==> src/hdl/bnms_pkg.sv <==
// Package: shared constants, box geometry, controller states, command and status structs.
`timescale 1ns / 1ps
package bnms_pkg;

  localparam int MAX_BOXES_DEF = 64;
  localparam logic [15:0] IOU_RESET = 16'd26214;

  typedef struct packed {
    logic signed [15:0] cx;
    logic signed [15:0] cy;
    logic [14:0]        w;
    logic [14:0]        h;
  } box_t;

  localparam int BOX_W = $bits(box_t);

  typedef enum logic [4:0] {
    ST_LOAD,
    ST_RK_I,
    ST_RK_IW,
    ST_RK_J,
    ST_RK_JC,
    ST_RK_WR,
    ST_SP_I,
    ST_SP_IA,
    ST_SP_IS,
    ST_SP_IL,
    ST_SP_J,
    ST_SP_JA,
    ST_SP_JC,
    ST_SP_JL,
    ST_SP_M1,
    ST_SP_M2,
    ST_SP_M3,
    ST_SP_M4,
    ST_SP_DEC,
    ST_SP_NI,
    ST_OUT_RD,
    ST_OUT_LD,
    ST_OUT_W
  } state_t;

  typedef enum logic [1:0] {
    SR_I,
    SR_J,
    SR_A
  } ssel_t;

  typedef struct packed {
    logic  in_open;
    logic  clr_set;
    logic  i_clr;
    logic  i_inc;
    logic  j_clr;
    logic  j_from_i;
    logic  j_inc;
    logic  cnt_clr;
    logic  cnt_upd;
    logic  si_ld;
    logic  rank_wr;
    logic  rank_sel_j;
    logic  a_ld;
    logic  b_ld;
    logic  coord_sel_b;
    logic  ca_ld;
    logic  cb_ld;
    logic  sup_wr;
    logic  out_ld;
    ssel_t ssel;
  } cmd_t;

  typedef struct packed {
    logic item_fire;
    logic item_last;
    logic i_last;
    logic j_last;
    logic a_zero;
    logic out_busy;
  } stat_t;

endpackage

==> src/hdl/bnms_ctrl.sv <==
// Controller: sequences load, ranking, pairwise suppression and result output.
`timescale 1ns / 1ps
module bnms_ctrl (
  input  logic             clk,
  input  logic             rst_n,
  input  bnms_pkg::stat_t  st,
  output bnms_pkg::cmd_t   cmd
);

  bnms_pkg::state_t state_r, state_nxt;

  always_ff @(posedge clk) begin
    if (!rst_n) begin
      state_r <= bnms_pkg::ST_LOAD;
    end else begin
      state_r <= state_nxt;
    end
  end

  always_comb begin
    state_nxt = state_r;
    case (state_r)
      bnms_pkg::ST_LOAD:   if (st.item_fire && st.item_last) state_nxt = bnms_pkg::ST_RK_I;
      bnms_pkg::ST_RK_I:   state_nxt = bnms_pkg::ST_RK_IW;
      bnms_pkg::ST_RK_IW:  state_nxt = bnms_pkg::ST_RK_J;
      bnms_pkg::ST_RK_J:   state_nxt = bnms_pkg::ST_RK_JC;
      bnms_pkg::ST_RK_JC:  state_nxt = st.j_last ? bnms_pkg::ST_RK_WR : bnms_pkg::ST_RK_J;
      bnms_pkg::ST_RK_WR:  state_nxt = st.i_last ? bnms_pkg::ST_SP_I : bnms_pkg::ST_RK_I;
      bnms_pkg::ST_SP_I:   state_nxt = bnms_pkg::ST_SP_IA;
      bnms_pkg::ST_SP_IA:  state_nxt = bnms_pkg::ST_SP_IS;
      bnms_pkg::ST_SP_IS:  state_nxt = bnms_pkg::ST_SP_IL;
      bnms_pkg::ST_SP_IL: begin
        state_nxt = (st.a_zero || st.i_last) ? bnms_pkg::ST_SP_NI : bnms_pkg::ST_SP_J;
      end
      bnms_pkg::ST_SP_J:   state_nxt = bnms_pkg::ST_SP_JA;
      bnms_pkg::ST_SP_JA:  state_nxt = bnms_pkg::ST_SP_JC;
      bnms_pkg::ST_SP_JC:  state_nxt = bnms_pkg::ST_SP_JL;
      bnms_pkg::ST_SP_JL:  state_nxt = bnms_pkg::ST_SP_M1;
      bnms_pkg::ST_SP_M1:  state_nxt = bnms_pkg::ST_SP_M2;
      bnms_pkg::ST_SP_M2:  state_nxt = bnms_pkg::ST_SP_M3;
      bnms_pkg::ST_SP_M3:  state_nxt = bnms_pkg::ST_SP_M4;
      bnms_pkg::ST_SP_M4:  state_nxt = bnms_pkg::ST_SP_DEC;
      bnms_pkg::ST_SP_DEC: state_nxt = st.j_last ? bnms_pkg::ST_SP_NI : bnms_pkg::ST_SP_J;
      bnms_pkg::ST_SP_NI:  state_nxt = st.i_last ? bnms_pkg::ST_OUT_RD : bnms_pkg::ST_SP_I;
      bnms_pkg::ST_OUT_RD: state_nxt = bnms_pkg::ST_OUT_LD;
      bnms_pkg::ST_OUT_LD: state_nxt = bnms_pkg::ST_OUT_W;
      bnms_pkg::ST_OUT_W: begin
        if (!st.out_busy) begin
          state_nxt = st.i_last ? bnms_pkg::ST_LOAD : bnms_pkg::ST_OUT_RD;
        end
      end
      default: state_nxt = bnms_pkg::ST_LOAD;
    endcase
  end

  always_comb begin
    cmd = '0;
    cmd.ssel = bnms_pkg::SR_I;
    case (state_r)
      bnms_pkg::ST_LOAD: begin
        cmd.in_open = 1'b1;
        cmd.i_clr   = 1'b1;
      end
      bnms_pkg::ST_RK_I:  cmd.ssel = bnms_pkg::SR_I;
      bnms_pkg::ST_RK_IW: begin
        cmd.si_ld   = 1'b1;
        cmd.j_clr   = 1'b1;
        cmd.cnt_clr = 1'b1;
      end
      bnms_pkg::ST_RK_J:  cmd.ssel = bnms_pkg::SR_J;
      bnms_pkg::ST_RK_JC: begin
        cmd.cnt_upd = 1'b1;
        cmd.j_inc   = 1'b1;
      end
      bnms_pkg::ST_RK_WR: begin
        cmd.rank_wr = 1'b1;
        cmd.i_clr   = st.i_last;
        cmd.i_inc   = !st.i_last;
      end
      bnms_pkg::ST_SP_I:  cmd.rank_sel_j = 1'b0;
      bnms_pkg::ST_SP_IA: cmd.a_ld = 1'b1;
      bnms_pkg::ST_SP_IS: begin
        cmd.ssel        = bnms_pkg::SR_A;
        cmd.coord_sel_b = 1'b0;
      end
      bnms_pkg::ST_SP_IL: begin
        cmd.ca_ld    = 1'b1;
        cmd.j_from_i = 1'b1;
      end
      bnms_pkg::ST_SP_J:   cmd.rank_sel_j = 1'b1;
      bnms_pkg::ST_SP_JA:  cmd.b_ld = 1'b1;
      bnms_pkg::ST_SP_JC:  cmd.coord_sel_b = 1'b1;
      bnms_pkg::ST_SP_JL:  cmd.cb_ld = 1'b1;
      bnms_pkg::ST_SP_DEC: begin
        cmd.sup_wr = 1'b1;
        cmd.j_inc  = 1'b1;
      end
      bnms_pkg::ST_SP_NI: begin
        cmd.i_clr = st.i_last;
        cmd.i_inc = !st.i_last;
      end
      bnms_pkg::ST_OUT_RD: cmd.ssel = bnms_pkg::SR_I;
      bnms_pkg::ST_OUT_LD: cmd.out_ld = 1'b1;
      bnms_pkg::ST_OUT_W: begin
        if (!st.out_busy) begin
          cmd.clr_set = st.i_last;
          cmd.i_inc   = !st.i_last;
        end
      end
      default: cmd.ssel = bnms_pkg::SR_I;
    endcase
  end

endmodule

==> config.mk <==
export PLATFORM = sky130hd
export DESIGN_NAME = bnms_ctrl
export DESIGN_NICKNAME = d
export VERILOG_FILES = /design/src/hdl/bnms_pkg.sv /design/src/hdl/bnms_ctrl.sv
export SDC_FILE = /design/constraint.sdc
export NUM_CORES = 1
export LEC_CHECK = 0
export BUFFER_PORTS_ARGS = -buffer_cell sky130_fd_sc_hd__buf_2
export CELL_PAD_IN_SITES_DETAIL_PLACEMENT = 1
export CELL_PAD_IN_SITES_GLOBAL_PLACEMENT = 2
export CORE_AREA = 2 2 55 57
export DETAILED_ROUTE_END_ITERATION = 8
export DIE_AREA = 0 0 57 59
export MAX_ROUTING_LAYER = met4
export PLACE_DENSITY_LB_ADDON = 0.1
export REMOVE_ABC_BUFFERS = 1
export SLEW_MARGIN = 20
export SYNTH_ARGS = -nofsm -noshare
export SYNTH_HDL_FRONTEND = slang
export SYNTH_SLANG_ARGS = --single-unit
==> constraint.sdc <==
create_clock -name clk -period 2.36 [get_ports clk]
set_input_delay 0 -clock clk [delete_from_list [all_inputs] [get_ports clk]]
set_output_delay 0 -clock clk [all_outputs]
set_load 0.01 [all_outputs]
# Yosys cells after proc, flatten, opt, wreduce, memory -nomap -nowiden
# Cells that the tools add are included.
dict set report op_classes {
  muxes 28
  reduce_logical 7
  eq_ne 24
}
# cell n
set ops {}
lappend ops {{case mux 5 bit (23 select lines)} 1}
lappend ops {{equality test 5 x 4 -> 1 bit (second input constant)} 8}
lappend ops {{equality test 5 bit (second input constant)} 7}
lappend ops {{2-to-1 mux 5 bit} 6}
lappend ops {{equality test 5 x 3 -> 1 bit (second input constant)} 4}
lappend ops {{2-to-1 mux 1 bit} 16}
lappend ops {{equality test 5 x 2 -> 1 bit (second input constant)} 2}
lappend ops {{2-to-1 mux 3 bit} 2}
lappend ops {{equality test 5 x 1 -> 1 bit (second input constant)} 1}
lappend ops {{zero test 5 bit} 1}
lappend ops {{!= test 2 bit (second input constant)} 2}
lappend ops {{case mux 1 bit (2 select lines)} 2}
lappend ops {{case mux 2 bit (2 select lines)} 1}
lappend ops {{OR reduction 2 bit} 2}
lappend ops {{AND reduction 2 bit} 1}
lappend ops {{logical AND 1 bit} 1}
lappend ops {{zero test 1 bit} 1}
lappend ops {{logical OR 1 bit} 1}
dict set report word_totals {
  output_inout_bits 21
  reg_bits 5
  elab_cells 60
  in_bits 8
}

# Logic depth before layout (Yosys ltp)
# Gate-level depths: netlist of the first run.
dict set report logic_depth {
  depth_word 3
  depth_mapped 6
}

# Worst setup path after synthesis of the first run
# OpenSTA, ideal clock, no wires.
dict set report synth_path {
  path_kind {reg-to-reg}
  from {register state_r[4]}
  to {register state_r[2]}
  n_path_buf 2
  arrival_time_ns 1.316
  t_required_ns 2.225
  path_slack_ns 0.909
  period_less_slack_ns 1.451
  path_stages_with_launch 7
  cell_sequence {dfxtp_1 > buf_4 > or2_1 > buf_2 > nor4_2 > a221o_1 > a41oi_1}
}
dict set report synth_between {
  elab_chain_len 3
  elab_cells_between_ends 27
  classes_between {eq/ne: 24; mux: 1; reduce/logical: 2}
}
# element line
set synth_lines {}
lappend synth_lines {{start, declared} bnms_ctrl.sv:10} ;# bnms_pkg::state_t state_r, state_nxt;
lappend synth_lines {{start signal, assigned} bnms_ctrl.sv:14} ;# state_r <= bnms_pkg::ST_LOAD;
lappend synth_lines {{start signal, assigned} bnms_ctrl.sv:16} ;# state_r <= state_nxt;
lappend synth_lines {{parallel branches: the longest is 3 deep, another holds case mux 5 bit (23 select lines)} n/a}
# Parallel ways; which one is timed is not known.
# A chain may end at the register's enable or synchronous reset.

==> summary.txt, run 1 <==
drt drc: 0
final net count: 138
EDFF count, synth: 0
Yosys top cell area share: 0.149
wire per inst: 15.3 µm
DRT iter0 DRCs: 11
CP top delay family: simple AND/OR/NAND/NOR gates
core area: 2710 µm²
GRT overflow: 0
post-detailed-route count of antenna-violating nets: 0
P_int: 0.000218 W
Max clock buf depth: 2
Slew Limit Fails: 0
Biggest register: state_r
RSZ-0062 raised after global routing: no
routed via count: 848
I/O Pins: 29
Setup CP Type: register to primary output
post_cts resized: 0
CP Max Fanout: 17
CTS tree: built
Worst-Skew Late Latency: 260 ps
DP HPWL: 1840 µm
vias in the first global route: 806
Period minus WS final: 1940 ps
Pre-antenna DRT Iters: 4
Fmax: 516 MHz
max incr delay on CP: 660 ps
Die Footprint: 3360 µm²
ys flop type: dfxtp_1
Seq/Total Area, Yosys: 0.149
vias per inst: 5.30
final-report hold violation count: 0
biggest regs: state_r (5)
Net Sw Frac: 0.403
Worst-path clk slew: 50 ps
synthesized area: 672 µm²
Starting Density: 0.248
worst min-delay path class: input port to register
row count: 19
final setup vio count: 0
Post-synth ARST share: 0
post-layout util: 0.310
largest area contributor in the netlist: dfxtp_1
root buffer selected by CTS: clkbuf_4
first-pass GRT wire length: 4060 µm
H-tree depth: 1
DRT Wirelength: 2440 µm
number of synthesized register bits: 5
Max Cap Viol: 0
Yosys warnings: 0
RePlAce Congestion: 0.818
sequential power share: 0.329
synth top area cells: dfxtp_1, nor2_1, nand2b_1, a21oi_1, nand2_1
area growth from synthesis to layout: 25.1%
share of total power in combinational logic: 0.376
TritonCTS sink count: 5
Cell variety after synth: 37
VDD IR max: 192 µV
Slowest cell on crit path: dfxtp_1
share of cells above drive strength 1: 0.310
CP Data Required Time: 2360 ps
largest net degree at the start of global routing: 18
Leak Pwr: 0.371 nW
syn_area_per_cell: 6.40 µm²
CP cell instances: nand2_1 > or4_1 > o31ai_1 > buf_2
total CTS buffers: 3
Psw: 0.000147 W
Die Ht: 59 µm
CP bufs+invs: 1
worst path arrival time: 1940 ps
outcome: finished, final reports clean
CP Capture Type: primary output
Global Route Usage Sum: 0.157
Cells after Synth: 105
max FFs per register: 5
initial antenna violation count: 0
Worst Setup Start Kind: register
Power Density: 434 nW/µm²
ANT cells: 0
R2R Setup Slk: 660 ps
Port Buf Inserts: 28
setup tns final: 0 ps
Die W: 57 µm
Slew HR: 0.633
Clock power frac: 0.296
Setup Buffers After CTS: 0
final clock skew: 6.07 ps
Worst-Margin Slew: 549 ps
fin crit share: 0.822
[cell usage after synthesis, types with 2 or more instances]
library cell and instances:
buf_2 7, o21ai_0 7, nor4_1 2, nor2_1 15, nand3_1 2, or4_1 2, nand2_1 10, nand2b_1 7
a21oi_1 8, o32ai_1 2, nor3_1 3, buf_4 4, dfxtp_1 5, inv_1 5, a32oi_1 2, nand3b_1 3
[stage by stage]
stage	setup slack (ps)	instances	area [µm²]	power, W	hold WS, ps
6_report	421	160	841	0.000365	154
3_5_place_dp	698	155	805	0.000256	263
3_3_place_gp	758	155	805	0.000256	255
4_1_cts	429	160	841	0.000368	155
2_1_floorplan	844	93	603	0.000197	98.0
5_1_grt	280	160	841	0.000390	202
[logic make-up (layout without fill, tap and decap cells)]
| family | Yosys count | after routing | synth area share |
|---|---|---|---|
| AO/OA/AOI/OAI | 29 | 29 | 0.283 |
| flip-flops | 5 | 5 | 0.149 |
| buffers and inverters | 17 | 41 | 0.130 |
| AND/OR/NAND/NOR | 54 | 54 | 0.438 |
[metal layers]
layer | track usage | wire length, µm | vias up
met5 | - | 0 | -
met4 | 0.0598 | 34 | 0
met3 | 0.0131 | 37 | 3
met2 | 0.248 | 1200 | 10
met1 | 0.210 | 1170 | 410
li1 | - | - | 425
[area by class of cell]
| type | instances | area [µm²] |
|---|---|---|
| Clock buffer | 4 | 26.3 |
| Tap cell | 31 | 38.8 |
| Fill cell | 369 | 1870 |
| Multi-Input combinational cell | 83 | 484 |
| Inverter | 5 | 18.8 |
| Timing Repair Buffer | 32 | 173 |
| Sequential cell | 5 | 100 |
[power groups by stage]
| stage | Combinational (W) | Clock (W) | Sequential, W |
|---|---|---|---|
| after CTS | 0.000137 | 0.000111 | 0.000119 |
| after global placement | 0.000135 | 0 | 0.000121 |
| after detailed placement | 0.000135 | 0 | 0.000121 |
| final | 0.000137 | 0.000108 | 0.000120 |
| after global routing | 0.000153 | 0.000114 | 0.000123 |
| after floorplan | 0.0000810 | 0 | 0.000116 |
[placed cells by master, fill, tap and decap left out, types with 2 or more instances in the layout]
master / n
a21oi_1: 8
a32oi_1: 2
buf_2: 28
buf_4: 3
clkbuf_4: 3
dfxtp_1: 5
inv_1: 5
nand2_1: 10
nand2b_1: 7
nand3_1: 2
nand3b_1: 3
nor2_1: 15
nor3_1: 3
nor4_1: 2
o21ai_0: 7
o32ai_1: 2
or4_1: 2
[worst reg2reg max path: stages, from the launching register on]
cell and delay, ps:
dfxtp_1 660, nand2_1 230, or4_1 500, o211ai_1 120, o21a_1 130
[final timing paths]
kind / cells after the start / start / endpoint
min: 3 / st[2] / state_r[4]
max: 4 / state_r[1] / cmd[17]
min reg2reg: 3 / state_r[3] / state_r[0]
max reg2reg: 4 / state_r[1] / state_r[1]
[repair_timing]
item | CTS | global route
hold endpoints to repair | 1 | 0
endpoints found under the setup margin | 0 | 0
hold buffers | 1 | 0
Note: power is estimated with default switching activity, not from simulation.
==> run 2, diff against run 1 <==
--- a/config.mk
+++ b/config.mk
@@ -8,9 +8,9 @@
 export BUFFER_PORTS_ARGS = -buffer_cell sky130_fd_sc_hd__buf_2
 export CELL_PAD_IN_SITES_DETAIL_PLACEMENT = 1
 export CELL_PAD_IN_SITES_GLOBAL_PLACEMENT = 2
-export CORE_AREA = 2 2 55 57
+export CORE_AREA = 2 2 58 60
 export DETAILED_ROUTE_END_ITERATION = 8
-export DIE_AREA = 0 0 57 59
+export DIE_AREA = 0 0 60 62
 export MAX_ROUTING_LAYER = met4
 export PLACE_DENSITY_LB_ADDON = 0.1
 export REMOVE_ABC_BUFFERS = 1
==> constraint.sdc (replaced) <==
create_clock -name clk -period 1.81 [get_ports clk]
set_input_delay 0 -clock clk [delete_from_list [all_inputs] [get_ports clk]]
set_output_delay 0 -clock clk [all_outputs]
set_load 0.01 [all_outputs]
==> run 2 against run 1 <==
Net effect:
- register-to-register slack worse by 380 ps
- global-route usage down 0.056 points
- flip-flop and latch count unchanged
- sequential share of layout area down 0.64 points
- wire length up 5.7%
- critical path type unchanged
- highest routed layer unchanged
==> summary.txt, run 2 (synthesis gave the netlist of run 1 again) <==
outcome: finished, final reports clean
Die W: 60 µm (+5.3%)
Max clock buf depth: 2 (unchanged)
Clock power frac: 0.281 (-0.015)
initial antenna violation count: 0 (unchanged)
DRT Wirelength: 2580 µm (+5.7%)
worst min-delay path class: input port to register
Max Cap Viol: 0 (unchanged)
share of cells above drive strength 1: 0.375 (+0.0649)
final net count: 145 (+5.1%)
GRT overflow: 0 (unchanged)
Fmax: 606 MHz
Worst-Margin Slew: 361 ps (-188 ps)
Pre-antenna DRT Iters: 4 (unchanged)
Die Ht: 62 µm (+5.1%)
post-detailed-route count of antenna-violating nets: 0 (unchanged)
VDD IR max: 197 µV (+2.6%)
biggest regs: state_r (5)
Slew Limit Fails: 0 (unchanged)
drt drc: 0 (unchanged)
setup tns final: 0 ps (unchanged)
CP Capture Type: primary output
Slew HR: 0.758 (+0.125)
share of total power in combinational logic: 0.413 (+0.037)
Psw: 0.000196 W (+33%)
final-report hold violation count: 0 (unchanged)
total CTS buffers: 3 (unchanged)
TritonCTS sink count: 5 (unchanged)
largest net degree at the start of global routing: 14 (-4)
Biggest register: state_r
DRT iter0 DRCs: 25 (+14)
Setup CP Type: register to primary output
I/O Pins: 29 (unchanged)
vias per inst: 4.90 (-7.6%)
Power Density: 531 nW/µm² (+22%)
P_int: 0.000295 W (+35%)
first-pass GRT wire length: 4200 µm (+3.6%)
max FFs per register: 5 (unchanged)
Leak Pwr: 0.411 nW (+11%)
Starting Density: 0.211 (-0.0366)
Global Route Usage Sum: 0.157 (-0.000561)
Port Buf Inserts: 28 (unchanged)
CP Max Fanout: 8 (-9)
fin area: 922 µm² (+9.7%)
Die Footprint: 3720 µm² (+11%)
H-tree depth: 1 (unchanged)
Placed Area: 876 µm² (+8.9%)
final setup vio count: 0 (unchanged)
commonest non-fill, non-tap cell in the layout: buf_2
root buffer selected by CTS: clkbuf_4
fin crit share: 0.911
Worst Setup Start Kind: register
sequential power share: 0.306 (-0.023)
commonest non-fill, non-tap cells in the layout: buf_2, nor2_1, nand2_1, buf_4, a21oi_1
vias in the first global route: 846 (+5.0%)
CP Data Required Time: 1810 ps (-550 ps)
RSZ-0062 raised after global routing: no
area growth from synthesis to layout: 37.2%
Period minus WS final: 1650 ps
Worst-Skew Late Latency: 260 ps (about the same)
DP HPWL: 2050 µm (+11%)
worst path arrival time: 1650 ps (-290 ps)
RePlAce Congestion: 0.762 (-6.9%)
ANT cells: 0 (unchanged)
final clock skew: 9.79 ps (+3.72 ps)
wire per inst: 14.2 µm (-7.1%)
row count: 21 (+2)
CTS tree: built
routed via count: 891 (+5.1%)
Worst-path clk slew: 50 ps (about the same)
core area: 3180 µm² (+17%)
Setup Buffers After CTS: 0 (unchanged)
Net Sw Frac: 0.399 (-0.00407)
[run 2: cell types whose count changed in the layout (fill, tap and decap cells not counted), sizes merged]
cell	before	now
clkinv	0	1
buf	31	38
clkbuf	4	3
[run 2: final cells by class]
cell class	instances	area [µm²]
clock inverters	1	5.00
well taps	46	57.6
clock buffers	3	22.5
inverters	5	18.8
fillers	424	2260
repair buffers	39	225
flip-flops and latches	5	104
multi-input cells	83	489
[run 2: per-layer routing]
layer	wire, µm	vias up	GRT usage
met5	0	-	-
met3	163	4	0.0269
met4	25	0	0.0381
li1	-	434	-
met2	1240	33	0.261
met1	1150	420	0.197
[run 2: power groups by stage]
stage                     registers [W]  logic (W)  clock network [W]
final                          0.000150   0.000202           0.000137
after global routing           0.000154   0.000228           0.000147
after floorplan                0.000152   0.000106                  0
after CTS                      0.000148   0.000205           0.000140
after global placement         0.000153   0.000204                  0
after detailed placement       0.000150   0.000202                  0
[run 2: path summary, 6_finish.rpt]
| kind | slack [ps] | depth (start not counted) | from | to |
|---|---|---|---|---|
| max | 160 | 4 | state_r[3] | cmd[17] |
| min | 170 | 3 | st[2] | state_r[0] |
| max reg2reg | 280 | 5 | state_r[3] | state_r[2] |
| min reg2reg | 710 | 2 | state_r[1] | state_r[3] |
[run 2: through the flow]
stage	setup WS (ps)	instances	total power [W]	utilization	hold WS [ps]
after global placement	239	177	0.000356	0.275	250
final	161	182	0.000490	0.290	168
after floorplan	294	93	0.000257	-	98.0
after detailed placement	236	177	0.000352	0.275	255
after global routing	62.0	182	0.000530	0.290	189
after CTS	19.7	182	0.000493	0.287	173
[run 2: timing repair]
action | 4_1_cts | 5_1_grt
gates resized for setup | 0 | 4
hold endpoints to repair | 1 | 0
endpoints found under the setup margin | 0 | 1
hold buffers | 1 | 0
[run 2: critical path: stages (launching register included)]
cell,delay (ps)
dfxtp_1,380
nand2b_4,210
or4_1,510
o31ai_1,110
buf_2,180
==> run 3, diff against run 2 <==
--- a/config.mk
+++ b/config.mk
@@ -5,12 +5,13 @@
 export SDC_FILE = /design/constraint.sdc
 export NUM_CORES = 1
 export LEC_CHECK = 0
+export ABC_AREA = 1
 export BUFFER_PORTS_ARGS = -buffer_cell sky130_fd_sc_hd__buf_2
 export CELL_PAD_IN_SITES_DETAIL_PLACEMENT = 1
 export CELL_PAD_IN_SITES_GLOBAL_PLACEMENT = 2
-export CORE_AREA = 2 2 58 60
+export CORE_AREA = 2 2 60 62
 export DETAILED_ROUTE_END_ITERATION = 8
-export DIE_AREA = 0 0 60 62
+export DIE_AREA = 0 0 62 64
 export MAX_ROUTING_LAYER = met4
 export PLACE_DENSITY_LB_ADDON = 0.1
 export REMOVE_ABC_BUFFERS = 1
==> run 3 against run 2 <==
Net effect:
- worst setup slack improved by 75 ps
- global-route usage decreased by 0.92 points
- combinational power increased by 35%
- count of clock-buffer cells in the layout increased by 1
- synthesized cell count increased by 21%
- largest cell class unchanged
- via count increased by 0.22%
- clock skew decreased by 9.6 ps
==> summary.txt, run 3 <==
synthesized area: 668 µm² (-0.56%)
post-cts hold buffer count: 1 (unchanged)
post-detailed-route count of antenna-violating nets: 0 (unchanged)
Slew Limit Fails: 0 (unchanged)
Seq/Total Area, Yosys: 0.150 (+0.000837)
share of cells above drive strength 1: 0.325 (-0.0502)
GRT overflow: 0 (unchanged)
crit path from: state_r[0]
RSZ-0062 raised after global routing: no
total CTS buffers: 3 (unchanged)
routed via count: 893 (+0.22%)
vias in the first global route: 894 (+5.7%)
ys flop type: dfxtp_1
Post-synth top cells: nand2_1, nor2_1, inv_1
H-tree depth: 1 (unchanged)
reg2reg path depth: 8 (+3)
I/O Pins: 29 (unchanged)
R2R Setup Slk: 330 ps (+50 ps)
Pre-antenna DRT Iters: 4 (unchanged)
outcome: finished, final reports clean
core area: 3280 µm² (+3.3%)
final setup vio count: 0 (unchanged)
Yosys warnings: 0 (unchanged)
smallest hold slack: 109 ps (-59.4 ps)
Starting Density: 0.203 (-0.00791)
final net count: 166 (+14%)
Leak Pwr: 0.513 nW (+25%)
TritonCTS sink count: 5 (unchanged)
Placed Area: 846 µm² (-3.4%)
final clock skew: 0.187 ps (-9.61 ps)
origin of the critical flop-to-flop path: state_r[2]
CP Capture Type: primary output
largest area contributor in the netlist: nand2_1
fin area: 882 µm² (-4.3%)
CP Max Fanout: 5 (-3)
commonest non-fill, non-tap cells in the layout: buf_2, nand2_1, nor2_1
crit path capture: cmd[18]
Final Non-Filler Cells: 203 (+12%)
drt drc: 0 (unchanged)
row count: 21 (unchanged)
count leader, synth: nand2_1
biggest regs: state_r (5)
RePlAce Congestion: 0.844 (+11%)
final-report hold violation count: 0 (unchanged)
syn_area_per_cell: 5.26 µm² (-18%)
Die W: 62 µm (+3.3%)
area growth from synthesis to layout: 32.0%
Slew HR: 0.762 (+0.00352)
fin crit share: 0.870 (-0.0415)
Power Density: 619 nW/µm² (+16%)
Global Route Usage Sum: 0.147 (-0.00924)
DRT Wirelength: 2540 µm (-1.5%)
commonest non-fill, non-tap cell in the layout: buf_2
Period minus WS final: 1570 ps (-75.1 ps)
Port Buf Inserts: 28 (unchanged)
Setup CP Type: register to primary output
DRT iter0 DRCs: 24 (-4.0%)
Die Footprint: 3970 µm² (+6.7%)
Fmax: 635 MHz (+4.8%)
Worst Setup Start Kind: register
CTS tree: built
synth top area cells: nand2_1, dfxtp_1, nor2_1, nand3_1, inv_1
initial antenna violation count: 0 (unchanged)
CP Data Required Time: 1810 ps (about the same)
EDFF count, synth: 0 (unchanged)
hold path start: st[2]
VDD IR max: 193 µV (-2.0%)
Cells after DPL: 198 (+12%)
Cells after Synth: 127 (+21%)
post_cts resized: 0 (unchanged)
worst min-delay path class: input port to register
r2r endpoint: state_r[1]
Worst-Skew Late Latency: 240 ps (-20 ps)
DP HPWL: 2150 µm (+4.8%)
Die Ht: 64 µm (+3.2%)
root buffer selected by CTS: clkbuf_4
largest net degree at the start of global routing: 9 (-5)
Biggest register: state_r
number of synthesized register bits: 5 (unchanged)
Setup Buffers After CTS: 0 (unchanged)
Cell variety after synth: 23 (-38%)
first-pass GRT wire length: 4290 µm (+2.1%)
setup tns final: 0 ps (unchanged)
Yosys top cell area share: 0.152 (+0.00271)
Worst-path clk slew: 40 ps (about the same)
max FFs per register: 5 (unchanged)
Worst-Margin Slew: 357 ps (-4.43 ps)
vias per inst: 4.40 (-10%)
Post-synth ARST share: 0 (unchanged)
Max Cap Viol: 0 (unchanged)
wire per inst: 12.5 µm (-12%)
worst path arrival time: 1570 ps (-80 ps)
ANT cells: 0 (unchanged)
Max clock buf depth: 2 (unchanged)
[run 3: cell count changes after synthesis, sizes merged, moves of 2 or more]
| cell | before | now |
|---|---|---|
| nor2 | 16 | 30 |
| nor4 | 3 | 0 |
| or4 | 2 | 0 |
| nand2b | 8 | 0 |
| a21oi | 8 | 4 |
| buf | 11 | 5 |
| inv | 5 | 22 |
| a32oi | 2 | 0 |
| nand3 | 2 | 12 |
| o32ai | 2 | 0 |
| nand2 | 10 | 30 |
[run 3: how the worst min path moves through the flow]
stage	to	slack (ps)	cells past startpoint
6_report	state_r[3]	110	4
5_1_grt	state_r[3]	150	4
4_1_cts	state_r[3]	110	4
3_5_place_dp	state_r[1]	210	3
3_3_place_gp	state_r[1]	200	3
2_1_floorplan	state_r[1]	100	2
[run 3: kinds of logic after synthesis]
kind of cell / count (synthesis) / share of synthesized area
and+or+nand+nor: 82 / 0.567
AOI/OAI and AO/OA: 12 / 0.101
buffers and inverters: 28 / 0.182
DFF: 5 / 0.150
[run 3: worst max-delay path: stages, from the launching register on]
cell and delay, ps:
dfxtp_1 370, nor2_2 310, inv_2 90, nor3_2 260, nand3b_1 170, buf_2 130
[run 3: power by group]
part | internal, W | switching [W]
logic | 0.0000866 | 0.000185
registers | 0.000122 | 0.0000203
clock network | 0.0000835 | 0.0000481
[run 3: area by class of cell]
cell class / instances / area [µm²]
clock buffer: 4 / 26.3
inverter: 23 / 86.3
sequential: 5 / 100
fill: 469 / 2400
timing repair buffer: 31 / 165
tap: 46 / 57.6
multi-input combinational: 94 / 447
[run 3: stage by stage]
step / worst slack [ps] / util / power [W]
4_1_cts: 239 / 0.269 / 0.000558
2_1_floorplan: 409 / - / 0.000310
5_1_grt: 39.5 / 0.269 / 0.000598
3_3_place_gp: 309 / 0.258 / 0.000423
6_report: 236 / 0.269 / 0.000546
3_5_place_dp: 347 / 0.258 / 0.000420
[run 3: per-layer routing]
metal  wire (µm)  global-route usage  up-vias
met3          86              0.0182        0
met2        1260               0.237       17
met4           0              0.0319        0
met1        1190               0.194      424
met5           0                   -        -
li1            -                   -      452
